## src/rtl/ufe_pkg.sv

```systemverilog
package ufe_pkg;

    localparam logic [7:0]  SYNC_FIRST      = 8'hB5;
    localparam logic [7:0]  SYNC_SECOND     = 8'h62;
    localparam logic [16:0] FRAME_OVERHEAD  = 17'd8;
    localparam logic [16:0] MAX_FRAME_RESET = 17'd65543;

    typedef enum logic [1:0] {
        CMD_START,
        CMD_DATA,
        CMD_ERROR
    } cmd_kind_t;

    typedef struct packed {
        cmd_kind_t   kind;
        logic [7:0]  first_byte;
        logic [7:0]  msg_id;
        logic [15:0] payload_length;
        logic        last;
    } cmd_t;

    typedef enum logic [2:0] {
        STEP_SYNC_FIRST  = 3'd0,
        STEP_SYNC_SECOND = 3'd1,
        STEP_CLASS       = 3'd2,
        STEP_ID          = 3'd3,
        STEP_LEN_LOW     = 3'd4,
        STEP_LEN_HIGH    = 3'd5,
        STEP_SUM_A       = 3'd6,
        STEP_SUM_B       = 3'd7
    } start_step_t;

    typedef enum logic [2:0] {
        DSTEP_DATA  = 3'd0,
        DSTEP_SUM_A = 3'd1,
        DSTEP_SUM_B = 3'd2
    } data_step_t;

endpackage

```

## src/rtl/ufe_in_if.sv

```systemverilog
interface ufe_in_if;
    logic        valid;
    logic        ready;
    logic        op;
    logic [7:0]  msg_class;
    logic [7:0]  msg_id;
    logic [15:0] payload_length;
    logic [7:0]  data_byte;

    modport source (
        output valid, op, msg_class, msg_id, payload_length, data_byte,
        input  ready
    );
    modport sink (
        input  valid, op, msg_class, msg_id, payload_length, data_byte,
        output ready
    );
endinterface

```

## src/rtl/ufe_out_if.sv

```systemverilog
interface ufe_out_if;
    logic       valid;
    logic       ready;
    logic [7:0] out_byte;
    logic       frame_end;
    logic       too_long;

    modport source (
        output valid, out_byte, frame_end, too_long,
        input  ready
    );
    modport sink (
        input  valid, out_byte, frame_end, too_long,
        output ready
    );
endinterface

```

## src/rtl/ufe_front.sv

```systemverilog
module ufe_front (
    input  logic          clk,
    input  logic          rst_n,
    ufe_in_if.sink        item,
    input  logic [16:0]   max_frame_bytes,
    input  logic          q_full,
    output logic          push,
    output ufe_pkg::cmd_t push_cmd
);

    logic [15:0] bytes_left_reg, bytes_left_next;
    logic        in_frame_reg, in_frame_next;
    logic        dropping_reg, dropping_next;
    logic        accept;
    logic        too_long;
    logic        len_zero;
    logic        last_byte;

    assign item.ready = !q_full;
    assign accept     = item.valid && !q_full;
    assign too_long   = ({1'b0, item.payload_length} + ufe_pkg::FRAME_OVERHEAD) > max_frame_bytes;
    assign len_zero   = (item.payload_length == 16'd0);
    assign last_byte  = (bytes_left_reg == 16'd1);

    always_comb
    begin
        bytes_left_next         = bytes_left_reg;
        in_frame_next           = in_frame_reg;
        dropping_next           = dropping_reg;
        push                    = 1'b0;
        push_cmd.kind           = ufe_pkg::CMD_DATA;
        push_cmd.first_byte     = item.data_byte;
        push_cmd.msg_id         = item.msg_id;
        push_cmd.payload_length = item.payload_length;
        push_cmd.last           = last_byte;
        if (accept)
        begin
            if (item.op == 1'b0)
            begin
                bytes_left_next     = item.payload_length;
                in_frame_next       = !too_long && !len_zero;
                dropping_next       = too_long && !len_zero;
                push                = 1'b1;
                push_cmd.kind       = too_long ? ufe_pkg::CMD_ERROR : ufe_pkg::CMD_START;
                push_cmd.first_byte = item.msg_class;
                push_cmd.last       = len_zero;
            end
            else if (dropping_reg)
            begin
                bytes_left_next = bytes_left_reg - 16'd1;
                if (last_byte)
                begin
                    dropping_next = 1'b0;
                end
            end
            else if (in_frame_reg)
            begin
                bytes_left_next = bytes_left_reg - 16'd1;
                push            = 1'b1;
                if (last_byte)
                begin
                    in_frame_next = 1'b0;
                end
            end
        end
    end

    always_ff @(posedge clk or negedge rst_n)
    begin
        if (!rst_n)
        begin
            bytes_left_reg <= 16'd0;
            in_frame_reg   <= 1'b0;
            dropping_reg   <= 1'b0;
        end
        else
        begin
            bytes_left_reg <= bytes_left_next;
            in_frame_reg   <= in_frame_next;
            dropping_reg   <= dropping_next;
        end
    end

endmodule

```

## src/rtl/ufe_cmd_queue.sv

```systemverilog
module ufe_cmd_queue #(
    parameter int DEPTH = 4
) (
    input  logic          clk,
    input  logic          rst_n,
    input  logic          push,
    input  ufe_pkg::cmd_t push_cmd,
    input  logic          pop,
    output logic          full,
    output logic          empty,
    output ufe_pkg::cmd_t head_cmd
);

    localparam int PTR_W = (DEPTH > 1) ? $clog2(DEPTH) : 1;
    localparam int CNT_W = $clog2(DEPTH + 1);

    ufe_pkg::cmd_t    entries [DEPTH];
    logic [PTR_W-1:0] wr_ptr_reg, wr_ptr_next;
    logic [PTR_W-1:0] rd_ptr_reg, rd_ptr_next;
    logic [CNT_W-1:0] count_reg, count_next;
    logic             do_push;
    logic             do_pop;

    assign full     = (count_reg == CNT_W'(DEPTH));
    assign empty    = (count_reg == '0);
    assign do_push  = push && !full;
    assign do_pop   = pop && !empty;
    assign head_cmd = entries[rd_ptr_reg];

    always_comb
    begin
        wr_ptr_next = wr_ptr_reg;
        rd_ptr_next = rd_ptr_reg;
        count_next  = count_reg;
        if (do_push)
        begin
            wr_ptr_next = (wr_ptr_reg == PTR_W'(DEPTH - 1)) ? '0 : wr_ptr_reg + 1'b1;
        end
        if (do_pop)
        begin
            rd_ptr_next = (rd_ptr_reg == PTR_W'(DEPTH - 1)) ? '0 : rd_ptr_reg + 1'b1;
        end
        if (do_push && !do_pop)
        begin
            count_next = count_reg + 1'b1;
        end
        else if (do_pop && !do_push)
        begin
            count_next = count_reg - 1'b1;
        end
    end

    always_ff @(posedge clk)
    begin
        if (do_push)
        begin
            entries[wr_ptr_reg] <= push_cmd;
        end
    end

    always_ff @(posedge clk or negedge rst_n)
    begin
        if (!rst_n)
        begin
            wr_ptr_reg <= '0;
            rd_ptr_reg <= '0;
            count_reg  <= '0;
        end
        else
        begin
            wr_ptr_reg <= wr_ptr_next;
            rd_ptr_reg <= rd_ptr_next;
            count_reg  <= count_next;
        end
    end

endmodule

```

## src/rtl/ufe_back.sv

```systemverilog
module ufe_back (
    input  logic          clk,
    input  logic          rst_n,
    input  logic          q_empty,
    input  ufe_pkg::cmd_t head_cmd,
    output logic          pop,
    ufe_out_if.source     result
);

    logic [2:0] step_reg, step_next;
    logic [7:0] sum_a_reg, sum_a_next;
    logic [7:0] sum_b_reg, sum_b_next;
    logic       out_valid_reg, out_valid_next;
    logic [7:0] out_byte_reg;
    logic       frame_end_reg;
    logic       too_long_reg;
    logic       fire;
    logic       final_step;
    logic       add_en;
    logic       clear_sums;
    logic [7:0] sel_byte;
    logic       sel_end;
    logic       sel_err;
    logic [7:0] base_a;
    logic [7:0] base_b;

    assign fire = !q_empty && (!out_valid_reg || result.ready);
    assign pop  = fire && final_step;

    always_comb
    begin
        sel_byte   = 8'd0;
        sel_end    = 1'b0;
        sel_err    = 1'b0;
        add_en     = 1'b0;
        clear_sums = 1'b0;
        final_step = 1'b0;
        unique case (head_cmd.kind)
            ufe_pkg::CMD_ERROR:
            begin
                sel_end    = 1'b1;
                sel_err    = 1'b1;
                final_step = 1'b1;
            end
            ufe_pkg::CMD_START:
            begin
                final_step = head_cmd.last ? (step_reg == ufe_pkg::STEP_SUM_B)
                                           : (step_reg == ufe_pkg::STEP_LEN_HIGH);
                unique case (step_reg)
                    ufe_pkg::STEP_SYNC_FIRST:
                    begin
                        sel_byte   = ufe_pkg::SYNC_FIRST;
                        clear_sums = 1'b1;
                    end
                    ufe_pkg::STEP_SYNC_SECOND:
                    begin
                        sel_byte = ufe_pkg::SYNC_SECOND;
                    end
                    ufe_pkg::STEP_CLASS:
                    begin
                        sel_byte = head_cmd.first_byte;
                        add_en   = 1'b1;
                    end
                    ufe_pkg::STEP_ID:
                    begin
                        sel_byte = head_cmd.msg_id;
                        add_en   = 1'b1;
                    end
                    ufe_pkg::STEP_LEN_LOW:
                    begin
                        sel_byte = head_cmd.payload_length[7:0];
                        add_en   = 1'b1;
                    end
                    ufe_pkg::STEP_LEN_HIGH:
                    begin
                        sel_byte = head_cmd.payload_length[15:8];
                        add_en   = 1'b1;
                    end
                    ufe_pkg::STEP_SUM_A:
                    begin
                        sel_byte = sum_a_reg;
                    end
                    default:
                    begin
                        sel_byte = sum_b_reg;
                        sel_end  = 1'b1;
                    end
                endcase
            end
            ufe_pkg::CMD_DATA:
            begin
                final_step = head_cmd.last ? (step_reg == ufe_pkg::DSTEP_SUM_B)
                                           : (step_reg == ufe_pkg::DSTEP_DATA);
                unique case (step_reg)
                    ufe_pkg::DSTEP_DATA:
                    begin
                        sel_byte = head_cmd.first_byte;
                        add_en   = 1'b1;
                    end
                    ufe_pkg::DSTEP_SUM_A:
                    begin
                        sel_byte = sum_a_reg;
                    end
                    default:
                    begin
                        sel_byte = sum_b_reg;
                        sel_end  = 1'b1;
                    end
                endcase
            end
            default:
            begin
                final_step = 1'b1;
            end
        endcase
    end

    always_comb
    begin
        base_a         = clear_sums ? 8'd0 : sum_a_reg;
        base_b         = clear_sums ? 8'd0 : sum_b_reg;
        sum_a_next     = base_a;
        sum_b_next     = base_b;
        step_next      = step_reg;
        out_valid_next = out_valid_reg && !result.ready;
        if (fire)
        begin
            out_valid_next = 1'b1;
            step_next      = final_step ? 3'd0 : step_reg + 3'd1;
            if (add_en)
            begin
                sum_a_next = base_a + sel_byte;
                sum_b_next = base_b + sum_a_next;
            end
        end
        else
        begin
            sum_a_next = sum_a_reg;
            sum_b_next = sum_b_reg;
        end
    end

    always_ff @(posedge clk or negedge rst_n)
    begin
        if (!rst_n)
        begin
            step_reg      <= 3'd0;
            sum_a_reg     <= 8'd0;
            sum_b_reg     <= 8'd0;
            out_valid_reg <= 1'b0;
        end
        else
        begin
            step_reg      <= step_next;
            sum_a_reg     <= sum_a_next;
            sum_b_reg     <= sum_b_next;
            out_valid_reg <= out_valid_next;
        end
    end

    always_ff @(posedge clk)
    begin
        if (fire)
        begin
            out_byte_reg  <= sel_byte;
            frame_end_reg <= sel_end;
            too_long_reg  <= sel_err;
        end
    end

    assign result.valid     = out_valid_reg;
    assign result.out_byte  = out_byte_reg;
    assign result.frame_end = frame_end_reg;
    assign result.too_long  = too_long_reg;

endmodule

```

## src/rtl/ubx_frame_encoder_core.sv

```systemverilog
// Channel | Direction | Payload
// item    | in        | op, msg_class, msg_id, payload_length, data_byte
// result  | out       | out_byte, frame_end, too_long
// config  | in        | cfg_we, cfg_wdata (max_frame_bytes, 17 bits)
//
// The front accepts one transaction per cycle while the command queue has room.
// The back sends one result byte per cycle unless stalled or idle: a start gives 6
// bytes (8 when empty), a payload byte 1 (3 when the last), an oversized start 1.
// Reset is asynchronous and clears the frame state, the queue and the checksum.
// A stalled result holds in the output register while the queue keeps filling.
module ubx_frame_encoder_core #(
    parameter int QUEUE_DEPTH = 4
) (
    input  logic        clk,
    input  logic        rst_n,
    ufe_in_if.sink      item,
    ufe_out_if.source   result,
    input  logic        cfg_we,
    input  logic [16:0] cfg_wdata
);

    logic [16:0]   max_frame_reg;
    logic          q_full;
    logic          q_empty;
    logic          push;
    logic          pop;
    ufe_pkg::cmd_t push_cmd;
    ufe_pkg::cmd_t head_cmd;

    always_ff @(posedge clk or negedge rst_n)
    begin
        if (!rst_n)
        begin
            max_frame_reg <= ufe_pkg::MAX_FRAME_RESET;
        end
        else if (cfg_we)
        begin
            max_frame_reg <= cfg_wdata;
        end
    end

    ufe_front u_front (
        .clk             (clk),
        .rst_n           (rst_n),
        .item            (item),
        .max_frame_bytes (max_frame_reg),
        .q_full          (q_full),
        .push            (push),
        .push_cmd        (push_cmd)
    );

    ufe_cmd_queue #(
        .DEPTH (QUEUE_DEPTH)
    ) u_queue (
        .clk      (clk),
        .rst_n    (rst_n),
        .push     (push),
        .push_cmd (push_cmd),
        .pop      (pop),
        .full     (q_full),
        .empty    (q_empty),
        .head_cmd (head_cmd)
    );

    ufe_back u_back (
        .clk      (clk),
        .rst_n    (rst_n),
        .q_empty  (q_empty),
        .head_cmd (head_cmd),
        .pop      (pop),
        .result   (result)
    );

endmodule
```

## src/flat_wrapper.sv

```systemverilog
// flat-port wrapper written by rule: the top's interface ports become plain ports
module ubx_frame_encoder_core_flat 
#(
    parameter int QUEUE_DEPTH = 4
)
  (clk, rst_n, cfg_we, cfg_wdata, item_valid, item_op, item_msg_class, item_msg_id, item_payload_length, item_data_byte, item_ready, result_valid, result_out_byte, result_frame_end, result_too_long, result_ready);
  ufe_in_if item_i ();
  ufe_out_if result_i ();
  input  logic clk;
  input  logic rst_n;
  input  logic cfg_we;
  input  logic [16:0] cfg_wdata;
  input wire logic [$bits(item_i.valid)-1:0] item_valid;
  input wire logic [$bits(item_i.op)-1:0] item_op;
  input wire logic [$bits(item_i.msg_class)-1:0] item_msg_class;
  input wire logic [$bits(item_i.msg_id)-1:0] item_msg_id;
  input wire logic [$bits(item_i.payload_length)-1:0] item_payload_length;
  input wire logic [$bits(item_i.data_byte)-1:0] item_data_byte;
  output wire logic [$bits(item_i.ready)-1:0] item_ready;
  output wire logic [$bits(result_i.valid)-1:0] result_valid;
  output wire logic [$bits(result_i.out_byte)-1:0] result_out_byte;
  output wire logic [$bits(result_i.frame_end)-1:0] result_frame_end;
  output wire logic [$bits(result_i.too_long)-1:0] result_too_long;
  input wire logic [$bits(result_i.ready)-1:0] result_ready;
  assign item_i.valid = item_valid;
  assign item_i.op = item_op;
  assign item_i.msg_class = item_msg_class;
  assign item_i.msg_id = item_msg_id;
  assign item_i.payload_length = item_payload_length;
  assign item_i.data_byte = item_data_byte;
  assign item_ready = item_i.ready;
  assign result_valid = result_i.valid;
  assign result_out_byte = result_i.out_byte;
  assign result_frame_end = result_i.frame_end;
  assign result_too_long = result_i.too_long;
  assign result_i.ready = result_ready;
  ubx_frame_encoder_core #(.QUEUE_DEPTH(QUEUE_DEPTH)) u_core (.clk(clk), .rst_n(rst_n), .item(item_i), .result(result_i), .cfg_we(cfg_we), .cfg_wdata(cfg_wdata));
endmodule
```

## config.mk

```make
export PLATFORM = sky130hd
export DESIGN_NAME = ubx_frame_encoder_core_flat
export DESIGN_NICKNAME = d
export VERILOG_FILES = /design/src/rtl/ufe_pkg.sv /design/src/rtl/ufe_in_if.sv /design/src/rtl/ufe_out_if.sv /design/src/rtl/ufe_front.sv /design/src/rtl/ufe_cmd_queue.sv /design/src/rtl/ufe_back.sv /design/src/rtl/ubx_frame_encoder_core.sv /design/src/flat_wrapper.sv
export SDC_FILE = /design/constraint.sdc
export NUM_CORES = 1
export LEC_CHECK = 0
export ABC_CLOCK_PERIOD_IN_PS = 9150
export BUFFER_PORTS_ARGS = -buffer_cell sky130_fd_sc_hd__buf_2
export CAP_MARGIN = 20
export CORE_ASPECT_RATIO = 0.9
export CORE_MARGIN = 5
export CORE_UTILIZATION = 53
export CTS_BUF_LIST = sky130_fd_sc_hd__clkbuf_16
export DETAILED_ROUTE_END_ITERATION = 6
export PLACE_DENSITY = 0.7
export SYNTH_ARGS = -nofsm -noshare
export SYNTH_HDL_FRONTEND = slang
export SYNTH_SLANG_ARGS = --single-unit
```

## constraint.sdc

```tcl
create_clock -name clk -period 9.15 [get_ports clk]
set_clock_uncertainty 0.1 [all_clocks]
set_input_delay 1.83 -clock clk [delete_from_list [all_inputs] [get_ports clk]]
set_output_delay 1.83 -clock clk [all_outputs]
set_load 0.005 [all_outputs]
```

# Word level (Yosys, flattened, before mapping)
# Memories as Yosys holds them, arrays and structs flattened.
# Index checks and enable logic that the tools add are counted.
# W data, S select, Z words.
[word_totals]
out_inout_bits = 12
mem_bits_ro = 0
memories = 1
latch_bits = 0
ramBits = 140
input_bits = 63
reg_bits = 72
[classes]
shift = 0
n_div = 0
bitwise = 0
addsub = 9
n_eq_ne = 15
magnitude_cmp = 1
mul = 0
n_reduce_logical = 29
mux = 44
[memory_table]
columns = ["name", "words", "width", "read_ports", "rd_ports_with_merged_regs", "write_ports", "line", "rtl"]
rows = [
  ["u_core.u_queue.entries", 4, 35, 1, 0, 1, "ufe_cmd_queue.sv:17", "ufe_pkg::cmd_t entries [DEPTH];"],
]
[op_table]
columns = ["cell", "count"]
rows = [
  ["$pmux W8 S7", 1],
  ["$mux W16", 3],
  ["$mux W8", 4],
  ["$pmux W8 S2", 2],
  ["$mux W1", 23],
  ["$mux W10", 2],
  ["$add A16 B4 Y17 const B", 1],
  ["$gt A17 B17 Y1", 1],
  ["$add A8 B8 Y8", 2],
  ["$eq A16 B1 Y1 const B", 1],
  ["$logic_not A16 Y1", 1],
  ["$sub A16 B1 Y16 const B", 1],
  ["$eq A3 B3 Y1 const B", 5],
  ["$logic_and A1 B1 Y1", 10],
  ["$mux W3", 3],
  ["$logic_not A1 Y1", 8],
  ["$reduce_or A7 Y1", 1],
  ["$add A3 B1 Y3 const B", 2],
  ["$eq A2 B2 Y1 const B", 3],
  ["$eq A3 B2 Y1 const B", 2],
  ["$logic_not A3 Y1", 2],
  ["$mux W2", 3],
  ["$add A2 B1 Y2 const B", 2],
  ["$pmux W1 S2", 2],
  ["12 further kinds", 13],
]

# Logic depth before layout (Yosys ltp)
[logic_depth]
ltp_word = 9
depth_mapped = 25
ltp_nobuf = 22

# Modules after synthesis
# Synthesis repeated with hierarchy kept, for this count alone.
[hier_totals]
cells_unflattened = 833
hier_area_um2 = 10909.2
[by_module_without_submodules]
columns = ["module", "cells_per_inst", "area_per_inst_um2", "seq_area_each_um2", "instances"]
rows = [
  ["ufe_cmd_queue", 220, 5500.3, 4379.2, 1],
  ["ufe_back", 290, 2590.0, 800.8, 1],
  ["ufe_front", 287, 2128.3, 450.4, 1],
  ["ubx_frame_encoder_core", 36, 690.7, 430.4, 1],
]

# Worst setup path after synthesis
# Ideal clock, no wire load.
[synth_timing]
kind = "reg2reg"
from = "reg u_core.u_queue.rd_ptr_reg[0]"
to = "reg u_core.u_back.sum_b_reg[7]"
setup_ns = 0.080
path_buffers = 2
required_ns = 8.970
arrival_ns = 4.662
path_stages_with_launch = 22
setup_slack_ns = 4.307
cell_sequence = "dfrtp_1 buf_6 buf_1 mux4_2 a22oi_1 nand3_1 a21oi_1 a211oi_1 ha_1 fa_1 a21o_1 a21oi_1 o21bai_1 a21oi_1 xnor2_1 ha_1 or3_1 o211ai_1 xnor2_1 xnor2_1 a31oi_1 nor3_2"
[synth_lines]
columns = ["item", "line", "rtl"]
rows = [
  ["start, declared", "ufe_cmd_queue.sv:19", "logic [PTR_W-1:0] rd_ptr_reg, rd_ptr_next;"],
  ["start signal, assigned", "ufe_cmd_queue.sv:72", "rd_ptr_reg <= rd_ptr_next;"],
  ["$mem_v2 Z4 W35 (*)", "n/a", ""],
  ["$pmux W8 S7 (tied with other cells)", "ufe_back.sv:49", "unique case (step_reg)"],
  ["$pmux W8 S2 (*)", "ufe_back.sv:38", "unique case (head_cmd.kind)"],
  ["via u_core.u_back.sel_byte[0]", "ufe_back.sv:21", "logic [7:0] sel_byte;"],
  ["$add A8 B8 Y8 (*)", "ufe_back.sv:132", "sum_a_next = base_a + sel_byte;"],
  ["$add A8 B8 Y8 (*)", "ufe_back.sv:133", "sum_b_next = base_b + sum_a_next;"],
  ["$mux W8 (*)", "ufe_back.sv:130", "if (add_en)"],
  ["end signal, assigned", "ufe_back.sv:156", "sum_b_reg <= sum_b_next;"],
  ["end, declared", "ufe_back.sv:12", "logic [7:0] sum_b_reg, sum_b_next;"],
]
# Mark *: on every way through the listed nets, which the timed path passes. The rest lies on a longest branch.
# A chain may end at the register's enable or synchronous reset.

# Worst setup path after layout
# Ends and elaborated chain as after synthesis.

==> reports/metrics.yaml <==
setup_path:
  critPathKind: "reg -> reg"
  arrival_ns: 6.00
  startpoint_type: "flop"
  cp-end-kind: "flop"
  worstPathRequired_ns: 9.48
  crit_fanout: 22
finish:
  largest_reg_flops: 140
  antenna_cells: 0
  synthToLayoutAreaGrowth_pct: 12.6
  nets: 1007
  layout-drive-gt1-share_pct: 18.6
  nFillCells: 1517
  final_util_pct: 60.9
logic_synthesis:
  syn-num-nets: 938
  async_flop_share_pct: 29.2
  netlist_instances: 825
  post-synth-top-area-cell: "edfxtp_1"
  synth_top_area_share_pct: 43.2
  ys_top_cells_by_count: "150 x edfxtp_1, 103 x nand2_1, 58 x dfrtp_1"
  synth_ff_type: "edfxtp_1"
  yosysUniqueCellTypes: 62
  yosysMostFrequentCell: "edfxtp_1"
  yosysWarnings: 0
  synth_enable_flop_cells: 150
  synthTopCellsByArea: "edfxtp_1 43%, dfrtp_1 14%, mux4_2 7.6%, ha_1 5.6%, nand2_1 3.7%"
  synth_area_um2: 10400
  yosys_register_bits: 212
  yosysSeqAreaShare_pct: 58.2
  syn_area_per_cell_um2: 12.6
placed_design:
  gp_congestion: 0.884
  dp_slack_ns: 3.45
  io_buffer_count: 74
  dp_hpwl_mm: 15.2
power:
  peakVddDrop_uv: 176
  leakage_nw: 4.62
  p_per_area_nw_per_um2: 329
detailed_routing:
  wl_mm: 22.6
  wl_per_cell_um: 19.5
  vias: 6780
  final_antenna_net_count: 0
  first_pass_iters: 5
  drt_iter0_drc: 595
  route.detailed.drc: 0
  viasPerCell: 5.84
floorplan:
  start_util_pct: 54.1
  die_h_um: 143
  fp.dieW_um: 158
  core_area_um2: 19300
  die_area_um2: 22600
  io_pins: 75
  std_cell_rows: 48
run:
  drv_cap: 0
sta:
  fin_setup_tns_ns: 0
  fin_crit_sh_pct: 62.0
  max_freq_ghz: 0.176
  min_period_ns: 5.67
  whs_ns: 0.390
  slew_violations: 0
  setup_viol_count_final: 0
  fin_ws_ns: 3.48
  tightest_slew_ns: 0.962
  relSlewSlack_pct: 35.6
  grt_setup_unrepaired: "no"
  hold_viol: 0
clock_tree:
  cts_hold_buf: 0
  clk-insertion-delay-late_ns: 0.51
  clockBufferDepth: 3
  cts_tree: "yes"
  numCtsBuffers: 22
  htreeDepth: 1
  cts-root-buf: "clkbuf_16"
  cts_sinks: 212
  post_cts_buffers: 0
  cts.clk_slew.worst_paths_ns: 0.06
  cts_resized: 0
global_route:
  overflow: 0
  track_usage_pct: 20.6
  grt_max_degree: 63
  antenna_found_initial: 0
  grt_pass1_vias: 6722
  grt_pass1_wl_mm: 36.5
run_status:
  outcome: "finished clean"
hold_path:
  hp-class: "reg -> reg"
-- critical path: stages, from the launching register on --
cell      delay [ns]
dfrtp_2         0.82
buf_4           0.45
mux4_2          0.79
a21oi_1         0.23
nand3_1         0.12
a21oi_1         0.14
a211oi_1        0.10
ha_1            0.28
fa_1            0.40
a21o_1          0.19
a21oi_1         0.21
o21bai_1        0.09
a21oi_1         0.17
xnor2_1         0.10
ha_1            0.23
or3_1           0.37
o211ai_1        0.12
xnor2_1         0.17
xnor2_1         0.17
a31oi_1         0.13
nor3_2          0.19
-- metrics by stage --
step	power [mW]	std cells	area, um^2
after global routing	4.13	1160	11700
after detailed placement	3.01	1118	11000
final	3.86	1160	11700
after floorplan	2.61	825	10400
after CTS	3.88	1158	11700
after global placement	2.98	1118	11000
-- where the power goes --
part	switching [mW]	internal, mW
Combinational	0.901	0.674
Sequential	0.151	1.28
Clock	0.362	0.496
-- cells by family (layout without fill, tap and decap cells) --
kind of cell / Yosys count / after routing / synth area share [%]
adders and majority gates: 50 / 50 / 6.22
muxes: 43 / 43 / 8.38
DFF: 212 / 212 / 58.2
xor gates and xnor gates: 27 / 27 / 2.34
and+or+nand+nor: 227 / 227 / 10.5
buffers and inverters: 78 / 163 / 2.95
AOI/OAI and AO/OA: 188 / 188 / 11.5
-- final timing paths --
kind	start	endpoint	slack, ns	cells after the start
max	u_core.u_queue.rd_ptr_reg[0]	u_core.u_back.sum_b_reg[7]	3.48	20
min	u_core.u_back.result.valid	u_core.u_back.result.valid	0.39	2
max reg2reg	u_core.u_queue.rd_ptr_reg[0]	u_core.u_back.sum_b_reg[7]	3.48	20
min reg2reg	u_core.u_back.result.valid	u_core.u_back.result.valid	0.39	2
max in group asynchronous	rst_n	u_core.u_queue.rd_ptr_reg[0]	6.93	2
min in group asynchronous	rst_n	u_core.u_queue.rd_ptr_reg[1]	1.42	2
-- metal layers --
| layer | GRT usage [%] | vias to the layer above | part of all wire [%] | wire, um |
|---|---|---|---|---|
| li1 | - | 3234 | - | - |
| met1 | 30.6 | 3325 | 44 | 10000 |
| met2 | 32.4 | 181 | 48 | 10800 |
| met3 | 3.42 | 40 | 6.0 | 1360 |
| met4 | 4.48 | 0 | 2.2 | 491 |
| met5 | 0 | - | 0 | 0 |
-- placed cells by master (no fill, tap or decap), types with 12 or more instances in the layout --
cell and instances:
clkbuf_16 22, nand2_1 103, nor2b_1 20, a21oi_1 48, mux4_2 35, dfrtp_1 57
nand3_1 18, a22o_1 15, ha_1 47, o21ai_0 46, edfxtp_1 150, nor2_1 29
buf_2 74, a21o_1 12, xnor2_1 15, inv_1 40
-- area by class of cell --
type	instances	area, um^2	area share, %
Sequential cell	212	6060	51.7
Multi-Input combinational cell	535	4060	34.6
Clock buffer	22	551	4.69
Timing Repair Buffer	85	457	3.89
Tap cell	250	313	2.67
Clock inverter	18	150	1.28
Inverter	38	143	1.22
(Power assumes the default switching activity.)
